[src/sv/iibm_pkg.sv]
// iibm_pkg: shared types and constants for the integral image box mean core
// no dependencies
package iibm_pkg;

	localparam int MAX_WIDTH_D  = 256;
	localparam int MAX_HEIGHT_D = 256;
	localparam int PIXEL_BITS_D = 8;

	localparam int TABLE_BITS  = 24;
	localparam int ROWSUM_BITS = 16;
	localparam int SIZE_BITS   = 9;
	localparam int MEAN_BITS   = 16;
	localparam int THR_BITS    = 16;
	localparam int CFG_IDX_BITS = 2;
	localparam int CFG_DATA_BITS = 16;

	localparam logic [CFG_IDX_BITS-1:0] REG_IMAGE_WIDTH  = 2'd0;
	localparam logic [CFG_IDX_BITS-1:0] REG_IMAGE_HEIGHT = 2'd1;
	localparam logic [CFG_IDX_BITS-1:0] REG_LOW_THR      = 2'd2;
	localparam logic [CFG_IDX_BITS-1:0] REG_HIGH_THR     = 2'd3;

	localparam logic FUNC_LOAD  = 1'b0;
	localparam logic FUNC_QUERY = 1'b1;

	// controller to datapath
	typedef struct packed {
		logic load_step;   // write one pixel (table write)
		logic q_capture;   // latch query and check
		logic rd_issue;    // issue a corner read
		logic [1:0] rd_sel;
		logic rd_take;     // accumulate read data
		logic div_start;
		logic emit;
	} iibm_cmd_t;

	// datapath to controller
	typedef struct packed {
		logic q_error;
		logic div_done;
	} iibm_stat_t;

endpackage

[src/sv/iibm_ctrl.sv]
// iibm_ctrl: controller state machine for loads and box queries
// depends on iibm_pkg
module iibm_ctrl (
	input  logic               clk,
	input  logic               arst_n,
	input  logic               start,
	input  logic               func,
	input  iibm_pkg::iibm_stat_t stat,
	output iibm_pkg::iibm_cmd_t  cmd,
	output logic               busy
);
	import iibm_pkg::*;

	localparam logic [2:0] ST_IDLE  = 3'd0;
	localparam logic [2:0] ST_LOAD  = 3'd1;
	localparam logic [2:0] ST_CHECK = 3'd2;
	localparam logic [2:0] ST_READ  = 3'd3;
	localparam logic [2:0] ST_DIV   = 3'd4;
	localparam logic [2:0] ST_EMIT  = 3'd5;

	logic [2:0] state_q, state_d;
	logic [2:0] cnt_q, cnt_d;

	always_comb begin
		state_d = state_q;
		cnt_d = cnt_q;
		cmd = '0;
		busy = 1'b1;
		unique case (state_q)
			ST_IDLE: begin
				busy = 1'b0;
				if (start) begin
					if (func == FUNC_LOAD) begin
						state_d = ST_LOAD;
					end else begin
						cmd.q_capture = 1'b1;
						state_d = ST_CHECK;
					end
				end
			end
			ST_LOAD: begin
				// above entry read was issued on accept; write now
				cmd.load_step = 1'b1;
				state_d = ST_IDLE;
			end
			ST_CHECK: begin
				if (stat.q_error) begin
					state_d = ST_EMIT;
				end else begin
					cmd.rd_issue = 1'b1;
					cmd.rd_sel = 2'd0;
					cnt_d = 3'd1;
					state_d = ST_READ;
				end
			end
			ST_READ: begin
				cmd.rd_take = 1'b1;
				cmd.rd_sel = cnt_q[1:0] - 2'd1;
				if (cnt_q == 3'd4) begin
					cmd.div_start = 1'b1;
					state_d = ST_DIV;
				end else begin
					cmd.rd_issue = 1'b1;
					cmd.rd_sel = cnt_q[1:0];
					cnt_d = cnt_q + 3'd1;
				end
			end
			ST_DIV: begin
				if (stat.div_done) begin
					state_d = ST_EMIT;
				end
			end
			ST_EMIT: begin
				cmd.emit = 1'b1;
				state_d = ST_IDLE;
			end
			default: begin
				state_d = ST_IDLE;
			end
		endcase
	end

	always_ff @(posedge clk or negedge arst_n) begin
		if (!arst_n) begin
			state_q <= ST_IDLE;
			cnt_q <= '0;
		end else begin
			state_q <= state_d;
			cnt_q <= cnt_d;
		end
	end
endmodule

[config.mk]
export PLATFORM = sky130hd
export DESIGN_NAME = iibm_ctrl
export DESIGN_NICKNAME = d
export VERILOG_FILES = /design/src/sv/iibm_pkg.sv /design/src/sv/iibm_ctrl.sv
export SDC_FILE = /design/constraint.sdc
export NUM_CORES = 1
export LEC_CHECK = 0
export BUFFER_PORTS_ARGS = -buffer_cell sky130_fd_sc_hd__buf_4
export CORE_MARGIN = 5
export CORE_UTILIZATION = 31
export CTS_CLUSTER_SIZE = 28
export DETAILED_ROUTE_END_ITERATION = 10
export PLACE_DENSITY = 0.64
export SYNTH_ARGS = -nofsm -noshare
export SYNTH_HDL_FRONTEND = slang
export SYNTH_SLANG_ARGS = --single-unit
export TNS_END_PERCENT = 10
[constraint.sdc]
create_clock -name clk -period 1.25 [get_ports clk]
set_clock_uncertainty 0.05 [all_clocks]
set_input_delay 0.125 -clock clk [delete_from_list [all_inputs] [get_ports clk]]
set_output_delay 0.125 -clock clk [all_outputs]
set_load 0.03 [all_outputs]
; ---- Yosys cells after proc, flatten, opt, wreduce, memory -nomap -nowiden
; Cells that the tools add are included.
[op_classes]
add_sub_neg = 2
div_mod_pow = 0
muxes = 20
multipliers = 0
n_reduce_logical = 4
order_cmp = 0
eq_ne = 11
n_bitwise = 0
shifts = 0
[op_table]
columns = operator, count
row1 = 3-bit two-way mux, 8
row2 = 3-bit case mux with 2 select lines, 2
row3 = 3-bit case mux with 4 select lines, 1
row4 = 2-bit != test (second input constant), 5
row5 = 3-bit == test (second input constant), 3
row6 = 1-bit two-way mux, 7
row7 = 3-bit by 2-bit == test with 1-bit output (second input constant), 2
row8 = 3-bit AND reduction, 2
row9 = 2-bit two-way mux, 2
row10 = 3-bit by 1-bit adder with 3-bit output (second input constant), 1
row11 = 3-bit by 1-bit == test with 1-bit output (second input constant), 1
row12 = 3-bit logical NOT, 1
row13 = 2-bit nonzero test, 1
row14 = 2-bit by 1-bit subtractor with 2-bit output (second input constant), 1
[word_totals]
in_bits = 6
n_memories = 0
output_inout_bits = 9
regBits = 6
latch_bits = 0
rom_bits = 0
ram_bits = 0
word_cells = 39

; ---- Depth between registers and ports, before layout
[depth]
depth_word = 3
ltp_mapped = 5
mapped_depth_nobuf = 5

; ---- Worst setup path before layout
; OpenSTA, ideal clock, no wires.
[synth_path]
kind = register to output
from = register state_q[1]
to = output cmd[6] (netlist bit)
arrival_ns = 1.484
stages_incl_launch_ff = 4
t_required_ns = 1.075
n_path_buf = 1
setup_slack_ns = -0.409
cell_sequence = dfrtp_1 buf_2 or3_1 nor2_1
[synth_lines]
columns = element, line
row1 = start: declaration, iibm_ctrl.sv:21  ; logic [2:0] state_q, state_d;
row2 = start signal: assignment, iibm_ctrl.sv:88  ; state_q <= state_d;
row3 = end: declaration, iibm_ctrl.sv:9  ; output iibm_pkg::iibm_cmd_t cmd,

==> results.toml <==
[run_status]
outcome = "finished with violations"
violations = "negative setup slack"

[worst_setup_path]
worstSetupEndpointType = "output pin"
slowest_delay_ns = 0.54
crit_arrival_ns = 1.39
crit_type = "flop to output pin"
timing.critical_path.slowest_stage_cell = "or4b_4"
critPathMaxFanout = 3
worstPathCellList = "or4b_4 > nand2_2 > buf_6"
path_delay_family = "simple AND/OR/NAND/NOR gates"
cp_num_buf_inv = 1
startpoint_type = "flop"
cp.required_ns = 1.08

[floorplan]
core_um2 = 1300
initial_core_util_pct = 32.7
ios = 15
die_h_um = 47.0
die_w_um = 47.0
num_rows = 13
die-area_um2 = 2210

[job]
max-cap-violations = 0

[placement]
gp_routability_congestion = 0.801
placed_cell_area_um2 = 669
hpwl_um = 815
dp_cells = 89
detailedPlace.worstSlack_ns = -0.161
io_buffers = 14

[global_routing]
first_global_vias = 414
grt_pass1_wl_um = 1600
grt_overflow = 0
antenna_found_initial = 0
grt_max_degree = 8
track_usage_pct = 10.5

[routing]
viasPerCell = 4.54
routed_wl_um = 1080
wire_per_inst_um = 11.1
post-route-drc-count = 0
first_pass_iters = 2
drtIter0Drc = 4
ant_nets = 0
vias = 440

[cts]
cts_made_buffers = 3
cts_tree = "done"
path_clk_slew_ns = 0.05
htreeDepth = 1
root_buffer = "clkbuf_4"
max-clock-path-buffers = 2
clock_latency_ns = 0.24
cts.sinks = 6

[timing]
setup_ws_ns = -0.310
slew_violations = 0
slew_headroom_pct = 87.2
hold_viol = 0
max_freq_mhz = 641
min_period_ns = 1.56
setup_violations = 12
fin_crit_sh_pct = 125
fin_setup_tns_ns = -2.50
hold_slack_ns = 0.0824
worstMarginPinSlew_ns = 0.187
rsz0062_at_grt = "yes"

[cells_and_area]
final_cell_mix = "buf_4 (22), buf_6 (11), dfrtp_1 (6)"
fin_area_um2 = 813
syn_to_final_growth_pct = 91.2
final_common_cell = "buf_4"
filler_cell_count = 119
final_util_pct = 62.5
final_layout_size_suffix_gt1_share_pct = 62.2
final_nets = 92
instances_no_fill = 97
antennaDiodeCount = 0

[logic_synthesis]
yosysSeqAreaShare_pct = 35.3
synth_top_area_cell = "dfrtp_1"
synthDistinctLibCells = 21
yosysWarnings = 0
syn_area_um2 = 425
synthCells = 47
syn-num-nets = 55
yosys_register_bits = 6
synth_top_area_share_pct = 35.3
ys_top_cells_by_area = "dfrtp_1 (35%), mux2i_1 (9.4%), ha_1 (5.9%)"
avgSynthCellArea_um2 = 9.05

[pwr]
ir_drop_v = 0.00105
p_total_mw = 1.71
leakagePower_nw = 0.440
powerDensity_nw_per_um2 = 2110

[worst_hold_path]
hold_path.class = "input pin to flop"
==> layer usage <==
metal	global-route usage [%]	wire [um]	vias up
li1	-	-	231
met1	10.2	438	201
met2	19.5	579	8
met3	3.45	57	0
met4	4.97	0	0
met5	0	0	-
==> worst paths after layout <==
path | start | end | slack (ns) | cells past startpoint
min reg2reg | cnt_q[2] | cnt_q[2] | 0.51 | 1
min in group asynchronous | arst_n | cnt_q[0] | 0.18 | 2
max | state_q[2] | cmd[5] | -0.31 | 3
max reg2reg | state_q[2] | cnt_q[2] | -0.14 | 4
max in group asynchronous | arst_n | state_q[0] | 0.86 | 2
min | stat[0] | state_q[0] | 0.08 | 3
==> cell families after synthesis <==
group / after synthesis / share of synthesized area [%]
AOI/OAI and AO/OA: 3 / 4.41
adders and majority gates: 2 / 5.88
and+or+nand+nor: 23 / 31.8
muxes: 6 / 14.7
xor gates and xnor gates: 1 / 2.06
DFF: 6 / 35.3
buffers and inverters: 6 / 5.88
==> synth_stat cells (all sizes together) <==
master,n
o31ai,1
mux2,2
buf,2
and3b,1
xnor2,1
nand3,3
mux2i,4
o22ai,1
nand2,7
or4b,1
or3,1
nor2b,2
nor2,6
ha,2
nand3b,1
nor3b,1
dfrtp,6
o21ai,1
inv,4
==> worst register-to-register path, cell delays in order, from the launching register on <==
cell	delay [ns]
dfrtp_1	0.40
or4b_4	0.54
buf_4	0.16
nand2_1	0.06
mux2i_1	0.06
==> flip-flops by register name (all words and copies together) (netlist names) <==
name and cells:
cnt_q 3, state_q 3
==> timing repair <==
action | CTS | global route
hold buffers | 1 | 0
setup endpoints to repair | 12 | 14
endpoints found under the hold margin | 6 | 0
pin swaps | 2 | 1
gates resized for setup | 11 | 11
buffers inserted | 3 | 1
==> report_power, final <==
part           switching (mW)  internal [mW]  total (mW)
Sequential             0.0719          0.276       0.348
Combinational           0.567          0.621        1.19
Clock                  0.0698          0.109       0.178
==> cell type report <==
type | count | area [um2] | area share (%)
clock buffers | 3 | 22.5 | 2.77
inverters | 4 | 15.0 | 1.85
multi-input cells | 35 | 308 | 37.8
flip-flops and latches | 6 | 150 | 18.5
well taps | 15 | 18.8 | 2.31
repair buffers | 34 | 299 | 36.8
Power figures use the tool's default switching activity.
